$ cat config.mk
export PLATFORM = sky130hd
export DESIGN_NAME = gtmac_drain
export DESIGN_NICKNAME = d
export VERILOG_FILES = /design/src/hw/rtl/gtmac_pkg.sv /design/src/hw/rtl/gtmac_drain.sv
export SDC_FILE = /design/constraint.sdc
export NUM_CORES = 1
export LEC_CHECK = 0
export BUFFER_PORTS_ARGS = -buffer_cell sky130_fd_sc_hd__buf_2
export CAP_MARGIN = 20
export CORE_AREA = 3 3 373 375
export DETAILED_ROUTE_END_ITERATION = 8
export DIE_AREA = 0 0 376 378
export PLACE_DENSITY = 0.39
export SYNTH_ARGS = -nofsm -noshare
export SYNTH_HDL_FRONTEND = slang
export SYNTH_SLANG_ARGS = --single-unit
$ cat constraint.sdc
create_clock -name clk -period 19.3 [get_ports clk]
set_input_delay 0.965 -clock clk [delete_from_list [all_inputs] [get_ports clk]]
set_output_delay 0.965 -clock clk [all_outputs]
set_load 0.01 [all_outputs]
$ cat src/hw/rtl/gtmac_pkg.sv
// Shared types and constants for the 4x4 outer-product MAC tile.
// No dependencies; used by every module of the block.
package gtmac_pkg;

  localparam int TILE  = 4;
  localparam int ROW_W = 2;

  typedef logic [ROW_W-1:0] row_idx_t;

  typedef struct packed {
    logic vld;
    logic last;
  } step_ctl_t;

endpackage

$ cat src/hw/rtl/gtmac_drain.sv
// Tile row buffer: captures a finished tile and hands it out one row per word.
// Depends on gtmac_pkg (TILE, row_idx_t).
module gtmac_drain #(
  parameter int ACC_WIDTH = 48
) (
  input  logic                        clk,
  input  logic                        rst_n,
  input  logic                        load,
  input  logic signed [ACC_WIDTH-1:0] sum_i [gtmac_pkg::TILE*gtmac_pkg::TILE],
  input  logic                        out_ready,
  output logic                        busy,
  output gtmac_pkg::row_idx_t         row_idx,
  output logic                        row_last,
  output logic signed [ACC_WIDTH-1:0] row_o [gtmac_pkg::TILE]
);

  localparam int T = gtmac_pkg::TILE;

  logic signed [ACC_WIDTH-1:0] rows_r [T*T];
  gtmac_pkg::row_idx_t         cnt_r;
  logic                        busy_r;
  logic                        take;

  assign take     = busy_r && out_ready;
  assign row_last = (cnt_r == gtmac_pkg::row_idx_t'(T - 1));

  always_ff @(posedge clk) begin
    if (load) begin
      for (int k = 0; k < T*T; k++) begin
        rows_r[k] <= sum_i[k];
      end
    end else if (take) begin
      for (int k = 0; k < T*(T-1); k++) begin
        rows_r[k] <= rows_r[k+T];
      end
    end
  end

  always_ff @(posedge clk) begin
    if (!rst_n) begin
      busy_r <= 1'b0;
      cnt_r  <= '0;
    end else if (load) begin
      busy_r <= 1'b1;
      cnt_r  <= '0;
    end else if (take) begin
      cnt_r <= cnt_r + 1'b1;
      if (row_last) begin
        busy_r <= 1'b0;
      end
    end
  end

  always_comb begin
    for (int j = 0; j < T; j++) begin
      row_o[j] = rows_r[j];
    end
  end

  assign busy    = busy_r;
  assign row_idx = cnt_r;

endmodule

==> metrics.txt, run 1 <==
Num Clock Sinks=roughly 770; post-route insts no fill=around 4.3k; setup TNS=0 ps; status=finished clean; Synth Warn #=0; vias in the first global route=around 18k; CP required=between 15000 and 20000 ps; register bit count reported by yosys=~770; Final Net Count=3214; number of CTS-inserted buffers=95; Met1 Wirelength=approximately 34 mm; iteration count of the initial detailed-routing pass=4; Netlist Area Pre-Place=about 32000 um2; Power Density=99.0 nW/um2; drt via density=roughly 4; GRT Resource Usage Total=between 10% and 20%; Critical Path Sink Type=register; Max-Cap Viols=0; Syn Inst Count=between 1.5k and 2k; area delta synth->final=25.8%; crit-path max FO=63; Hold WC Path Type=input port to register; gp weighted congestion=approximately 0.81; antenna violations before repair=100; fmax=slightly above 200 MHz; uppermost layer routed=met5; Port Buffers=967; layout cells sized above 1=between 60 and 70%; Avg Cell Area, Syn=20.0 um2; largest net degree at the start of global routing=166; CTS tree=done; minimum clock period=4930 ps; Worst Skew=approximately 27 ps; DR iter-0 viols=roughly 840; first-pass GRT wire length=around 130 mm; standard-cell rows=around 140; startpoint types=input port; Max VDD drop=roughly 0.064 mV; crit path kind=input port to register; metal2 WL=roughly 48 mm; worst slew pin tran=1130 ps; DR WL/cell=22.1 um; hold_buf cts=0; DRT Wirelength=95.7 mm; core box area=~140000 um2; Place WS=roughly 14000 ps; Post-CTS Setup Repair Bufs=0; final hold viol count=0; H-tree levels=3; Multi-input gate area=roughly 7300 um2; root buf cell=clkbuf_16; Worst-Skew Late Latency=between 600 and 700 ps; dpl cells=about 4.1k; setup ws final=around 14000 ps; minimum hold slack=about 450 ps; Initial Utilization=around a quarter; final period utilization=about a quarter; Die Wd=376 um; RSZ-0062 raised after global routing=no; Seq/Total Area, Yosys=about 71%; clock-pin slew on the worst setup and hold paths=60 ps; Max Root-Sink Buffers=3; die area=between 100000 and 150000 um2; gr ovfl total=0; Worst Path Arrival=about 5200 ps; count of final max-slew check failures=0; Final setup viols=0; DRC Markers=0; relative slew slack=between 20% and 30%; post-DP HPWL=about 70 mm; Syn Nets=approximately 2.4k; count of cells resized by post-cts repair=0; io pins=approximately 970; Lkg Pwr=16.4 nW; die height=378 um; register area=approximately 23000 um2; vias after detailed routing=about 17k; met3 routed WL=around 11 mm; number of library cell types mapped by synthesis=19; antenna-violating nets left=0; fillers=13.7k
through the flow:
step / cell area [um2] / power, mW / util, %
after detailed placement: 37700 / 2.42 / 27.8
after global routing: 40600 / 4.21 / 30.0
after global placement: 37700 / 2.41 / 27.8
final: 40700 / 4.03 / 30.0
after floorplan: 32400 / 2.31 / -
after CTS: 40600 / 4.11 / 29.9
Yosys cell counts (all sizes together):
| cell | count | share of area (%) |
|---|---|---|
| mux2 | 576 | 22 |
| a21oi | 2 | 0.031 |
| nand2b | 1 | 0.019 |
| nand3b | 2 | 0.085 |
| buf | 254 | 5.8 |
| clkbuf | 2 | 0.023 |
| ha | 1 | 0.039 |
| o21a | 1 | 0.023 |
| a21bo | 2 | 0.062 |
| nand3 | 1 | 0.015 |
| dfxtp | 3 | 0.19 |
| a21boi | 1 | 0.023 |
| a21o | 1 | 0.023 |
| edfxtp | 768 | 71 |
kinds of logic after synthesis:
kind of cell | share of synthesized area (%)
flops | 71.5
mux | 22.4
buf+inv | 5.85
compound gates | 0.162
simple gates | 0.120
fa+ha+maj | 0.0387
power by group:
part	total [mW]	internal, mW	switching, mW
Clock	1.66	0.957	0.702
Sequential	2.04	2.01	0.0363
Combinational	0.328	0.174	0.154
Total	4.03	3.14	0.893
state kept, by name, summed over array words and instances (netlist names):
name,flops
rows_r,768
busy,1
row_idx,2
cells in the final DEF (no fill, tap or decap), types with 2 or more instances in the layout:
cell / count
clkbuf_16: 97
clkinv_1: 25
inv_16: 2
clkinv_4: 2
clkbuf_1: 20
buf_2: 966
clkinvlp_4: 2
buf_12: 3
mux2_2: 376
a21bo_2: 2
a21oi_1: 2
clkinv_2: 11
bufinv_16: 3
diode_2: 41
mux2_4: 200
dfxtp_1: 3
edfxtp_1: 768
buf_4: 15
metal layers:
layer | vias to the layer above | track usage (%)
met5 | - | 0
met4 | 74 | 4.55
met3 | 232 | 7.28
met2 | 722 | 22.0
met1 | 8145 | 13.3
li1 | 7769 | -
worst paths after layout:
check / startpoint / to / slack (ps) / cells past startpoint
min: sum_i[158] / rows_r[0][590] / 450 / 1
min reg2reg: rows_r[0][666] / rows_r[0][474] / 530 / 1
max reg2reg: busy / rows_r[0][123] / 14500 / 5
max: load / rows_r[0][123] / 14370 / 6
worst max-delay path, stage by stage:
cell	delay (ps)
buf_8	310
a21o_4	660
buf_4	720
buf_4	750
buf_4	790
buf_4	740
area by class of cell:
cell class	count	share of cell area (%)
Clock buffer	117	6.15
Timing Repair Buffer	985	12.3
Clock inverter	48	0.901
Antenna cell	41	0.252
Multi-Input combinational cell	588	18.1
Tap cell	1781	5.48
Sequential cell	771	56.8
Power figures use the tool's default switching activity.
==> run 2: changes to the inputs <==
clock period = 4.76 ns   (was 19.3 ns; I/O delays follow)
==> run 2 against run 1 <==
Register-to-register slack got worse by 12000 ps. First-iteration DRC count increased by 2.3%. Design area up 20%. Sequential share of layout area fell by 9.3 points. Final cell count grew 18%. Hold slack lost 200 ps. Largest cell class unchanged. Highest routed layer unchanged.
==> metrics.txt, run 2 (synthesis gave the netlist of run 1 again) <==
Max VDD drop=around 0.27 mV; relative slew slack=between 30% and 40%; vias after detailed routing=20.0k; die height=about 380 um; count of final max-slew check failures=0; Post-CTS Setup Repair Bufs=0; crit-path max FO=a little under 100; gp weighted congestion=about 0.80; largest register by flop count=rows_r; post-DP HPWL=around 74 mm; Max-Cap Viols=0; Max Root-Sink Buffers=3; Worst Skew=40.8 ps; critical path, cell by cell=nand3b_4, buf_12, mux2_4; slowest CP cell=nand3b_4; setup ws final=between 2000 and 2500 ps; DR iter-0 viols=858; Lkg Pwr=19.8 nW; Num Clock Sinks=between 700 and 800; DRT Wirelength=104 mm; iteration count of the initial detailed-routing pass=4; Hold WC Path Type=input port to register; die area=approximately 140000 um2; final period utilization=a little under three fifths; antenna-violating nets left=0; startpoint types=register; Worst Path Buf+Inv=1; register area=around 23000 um2; vias in the first global route=around 22k; final hold viol count=0; CP required=between 5000 and 6000 ps; antenna violations before repair=36; area delta synth->final=50.4%; CTS tree=done; Final setup viols=0; Initial Utilization=23.9%; critical path's largest stage delay=700 ps; first-pass GRT wire length=roughly 150 mm; setup TNS=0 ps; CP top delay family=simple AND/OR/NAND/NOR gates; reg2reg path depth=3; Worst Path Arrival=a little over 3000 ps; number of CTS-inserted buffers=93; DR WL/cell=20.3 um; io pins=between 900 and 1k; fmax=about 380 MHz; Worst R2R Setup Slack=about 2100 ps; RSZ-0062 raised after global routing=no; Multi-input gate area=between 7000 and 8000 um2; Die Wd=376 um; Critical Path End=rows_r[0][306]; clock-pin slew on the worst setup and hold paths=approximately 60 ps; worst slew pin tran=928 ps; Final Net Count=4005; Power Density=between 300 and 400 nW/um2; Place WS=~2000 ps; root buf cell=clkbuf_16; CP Launch Point=busy; Port Buffers=967; r2r endpoint=rows_r[0][306]; max reg flops=768; count of cells resized by post-cts repair=0; post-route cell area=a little under 50000 um2; layout cells sized above 1=51.8%; critical path depth=3; Worst-Skew Late Latency=690 ps; fillers=about 13k; crit path kind=register to register; largest net degree at the start of global routing=~120; RR Startpoint=busy; commonest non-fill, non-tap cells in the layout=buf_2 (966), dlygate4sd3_1 (771), edfxtp_1 (768); hold_buf cts=between 700 and 800; status=finished clean; Critical Path Sink Type=register; H-tree levels=3; Post-DP Area=approximately 38000 um2; standard-cell rows=about 140; drt via density=~3.9; GRT Resource Usage Total=approximately 14%; DRC Markers=0; minimum clock period=2650 ps; core box area=136000 um2; gr ovfl total=0; most common cell after layout, fill and taps aside=buf_2
==> run 2: changes by cell type in the layout (fill, tap and decap cells not counted), moves of 3 or more <==
cell           before  now
inv_6               1    4
clkinv_16           1    4
clkbuf_16          97   94
buf_4              15   29
dlygate4sd3_1       0  771
buf_12              3   11
diode_2            41   22
clkinv_2           11   14
==> run 2: metrics by stage <==
| step | std cells | util (%) | total power, mW | hold slack (ps) |
|---|---|---|---|---|
| floorplan | 1615 | - | 9.25 | 337 |
| global placement | 4147 | 28.0 | 9.82 | 415 |
| detailed placement | 4147 | 28.0 | 9.84 | 416 |
| CTS | 5085 | 35.8 | 17.4 | 161 |
| global route | 5100 | 35.9 | 17.8 | 182 |
| finish | 5107 | 35.9 | 17.0 | 249 |
==> run 2: layer usage <==
layer / global-route usage (%) / vias to the layer above / wire (um)
li1: - / 9325 / -
met1: 16.7 / 9742 / 41900
met2: 23.4 / 756 / 49900
met3: 4.57 / 174 / 7850
met4: 5.44 / 12 / 3770
met5: 0 / - / 75
==> run 2: area by class of cell <==
type	instances	area share (%)
clock buffers	112	4.97
flip-flops and latches	771	47.5
well taps	1781	4.58
clock inverters	55	0.982
repair buffers	1778	26.7
multi-input cells	588	15.1
diodes	22	0.113
==> run 2: report_power, final <==
part           switching [mW]  total [mW]  internal, mW
clock                    2.97        6.83          3.86
sequential              0.158        8.29          8.13
combinational           0.788        1.93          1.14
total                    3.92        17.0          13.1
==> run 2: how the worst min path moves through the flow <==
stage,from,end,slack (ps),cells after the start
2_1_floorplan,sum_i[144],rows_r[0][576],340,0
3_3_place_gp,sum_i[11],rows_r[0][731],420,1
3_5_place_dp,sum_i[20],rows_r[0][740],420,1
4_1_cts,sum_i[17],rows_r[0][737],160,2
5_1_grt,sum_i[30],rows_r[0][750],180,2
6_report,sum_i[30],rows_r[0][750],250,2
==> run 3: changes to the inputs <==
ABC_AREA = 1   (was not set)
CORE_AREA = 3 3 380 382   (was 3 3 373 375)
DIE_AREA = 0 0 383 385   (was 0 0 376 378)
clock period = 2.34 ns   (was 4.76 ns; I/O delays follow)
==> run 3 against run 2 <==
Sequential power increased by 100%. Global-route usage increased by 2.0 points. Routed wire length increased by 17%. Area after synthesis decreased by 1.8%. Clock-buffer cell count increased by 6. Critical path depth increased by 1. Sequential share of layout area increased by 0.22 points. Largest cell class unchanged. Largest power group unchanged. Highest routed layer unchanged.
==> metrics.txt, run 3 <==
vias in the first global route=about 26k; Max Root-Sink Buffers=3; largest net degree at the start of global routing=86; setup ws final=about 670 ps; post-route insts no fill=6420; Port Buffers=roughly 970; Synth Warn #=0; crit path kind=register to register; Netlist Area Pre-Place=about 32000 um2; H-tree levels=3; GRT Resource Usage Total=between 10% and 20%; Post-CTS Setup Repair Bufs=0; max reg flops=about 770; count of final max-slew check failures=0; core box area=around 140000 um2; Avg Cell Area, Syn=11.2 um2; Power Total=roughly 35 mW; most common cell in the synthesized netlist=nand2_1; fmax=~600 MHz; iteration count of the initial detailed-routing pass=5; Critical Path Sink Type=register; r2r endpoint=rows_r[0][413]; Worst Path Buf+Inv=2; slowest CP cell=dfxtp_4; register bit count reported by yosys=around 770; root buf cell=clkbuf_16; Initial Utilization=around 22%; standard-cell rows=138; Max-Cap Viols=0; Crit path top cell by count=buf_12; Worst-Skew Late Latency=between 600 and 700 ps; vias after detailed routing=about 25k; final hold viol count=0; Syn Nets=3611; final core utilization=between 30 and 40%; Final Net Count=around 5.2k; die area=around 150000 um2; status=finished clean; CP top delay family=buffers and inverters; post-route cell area=slightly below 50000 um2; DR WL/cell=between 15 and 20 um; setup TNS=0 ps; DRC Markers=0; crit-path max FO=47; antenna violations before repair=38; post-DP HPWL=a little under 90 mm; minimum clock period=between 1500 and 2000 ps; relative slew slack=50.6%; most frequent cells after synthesis=nand2_1 (1735), edfxtp_1 (768), buf_4 (197), buf_2 (104), clkbuf_1 (13); Yosys top cell area share=between 70% and 80%; dominant cells by area after synthesis=edfxtp_1 (73%), nand2_1 (21%), buf_4 (4.7%), buf_2 (1.6%), dfxtp_1 (0.19%); Place WS=roughly 640 ps; dpl cells=about 5.4k; Post-DP Area=~38000 um2; worst hold path cell count=2; Die Wd=383 um; worst slew pin tran=~740 ps; critical path, cell by cell=nand2_4, nand2_8, buf_12, buf_12; ys flop type=edfxtp_1; gp weighted congestion=0.810; gr ovfl total=0; Hold WC Path Type=input port to register; drt via density=about 3.9; cell accounting for the most synthesized area=edfxtp_1; Syn Inst Count=2838; DRT Wirelength=between 100 and 150 mm; Seq/Total Area, Yosys=72.8%; Final setup viols=0; hold wc startpoint=sum_i[23]; critical path's largest stage delay=~390 ps; largest register by flop count=rows_r; area delta synth->final=52.5%; asr flop ratio synth=0%; Worst Path Arrival=1990 ps; clock-pin slew on the worst setup and hold paths=roughly 60 ps; Power Density=approximately 720 nW/um2; Min-Delay Endpoint=rows_r[0][743]; layout cells sized above 1=a little over a quarter; DR iter-0 viols=approximately 1.3k; io pins=a little under 1k; number of library cell types mapped by synthesis=13; Lkg Pwr=approximately 22 nW; CTS tree=done; antenna-violating nets left=0; Worst R2R Setup Slack=around 670 ps; die height=between 300 and 400 um; Max VDD drop=slightly above 0.7 mV; first-pass GRT wire length=between 150 and 200 mm; Num Clock Sinks=771; RSZ-0062 raised after global routing=no; final period utilization=a little under three quarters; CP required=between 2000 and 3000 ps; Worst Skew=47.6 ps; RR Startpoint=busy; commonest non-fill, non-tap cells in the layout=nand2_1 (1733), buf_2 (966), dlygate4sd3_1 (772); reg2reg path depth=4; EDFF count, synth=about 770; minimum hold slack=between 100 and 150 ps; number of CTS-inserted buffers=92; most common cell after layout, fill and taps aside=nand2_1; startpoint types=register
-- run 3: worst max-delay path by stage --
stage | to | cells past startpoint | start | slack (ps)
after floorplan | rows_r[0][0] | 2 | busy | -770
after global placement | rows_r[0][193] | 6 | busy | 660
after detailed placement | rows_r[0][193] | 6 | busy | 640
after CTS | rows_r[0][193] | 6 | busy | 640
after global routing | rows_r[0][21] | 6 | busy | 540
final | rows_r[0][413] | 4 | busy | 670
-- run 3: final cells by class --
cell class | count | area (um2)
antenna | 29 | 72.6
clock buffer | 118 | 2420
clock inverter | 53 | 458
fill | 14400 | 93000
inverter | 3 | 13.8
multi-input combinational | 1745 | 6610
sequential | 771 | 23100
tap | 1890 | 2360
timing repair buffer | 1811 | 13400
-- run 3: cell families (layout without fill, tap and decap cells) --
family,Yosys count,after routing,synth area share (%)
and+or+nand+nor,1742,1742,20.6
DFF,771,771,72.8
buffers and inverters,322,1985,6.54
AOI/OAI and AO/OA,2,2,0.0315
other,0,29,0
adders and majority gates,1,1,0.0394
-- run 3: timing repair --
item	in CTS	in global routing
endpoints found under the hold margin	796	0
hold buffers	772	0
resized for setup	0	0
-- run 3: per-layer routing --
layer	wire length, um	track usage, %
met3	7420	4.13
met1	50200	19.3
met5	103	0
met2	59700	27.4
met4	4140	5.73
-- run 3: power by group --
group	internal, mW	switching (mW)
sequential	16.6	0.358
combinational	1.93	2.02
clock	7.82	5.97
total	26.3	8.34
-- run 3: worst reg2reg max path, delay by kind of cell, from the launching register on --
| family | cells | cell delay (ps) |
|---|---|---|
| buffers and inverters | 2 | 570 |
| flip-flops | 1 | 390 |
| AND/OR/NAND/NOR | 2 | 340 |
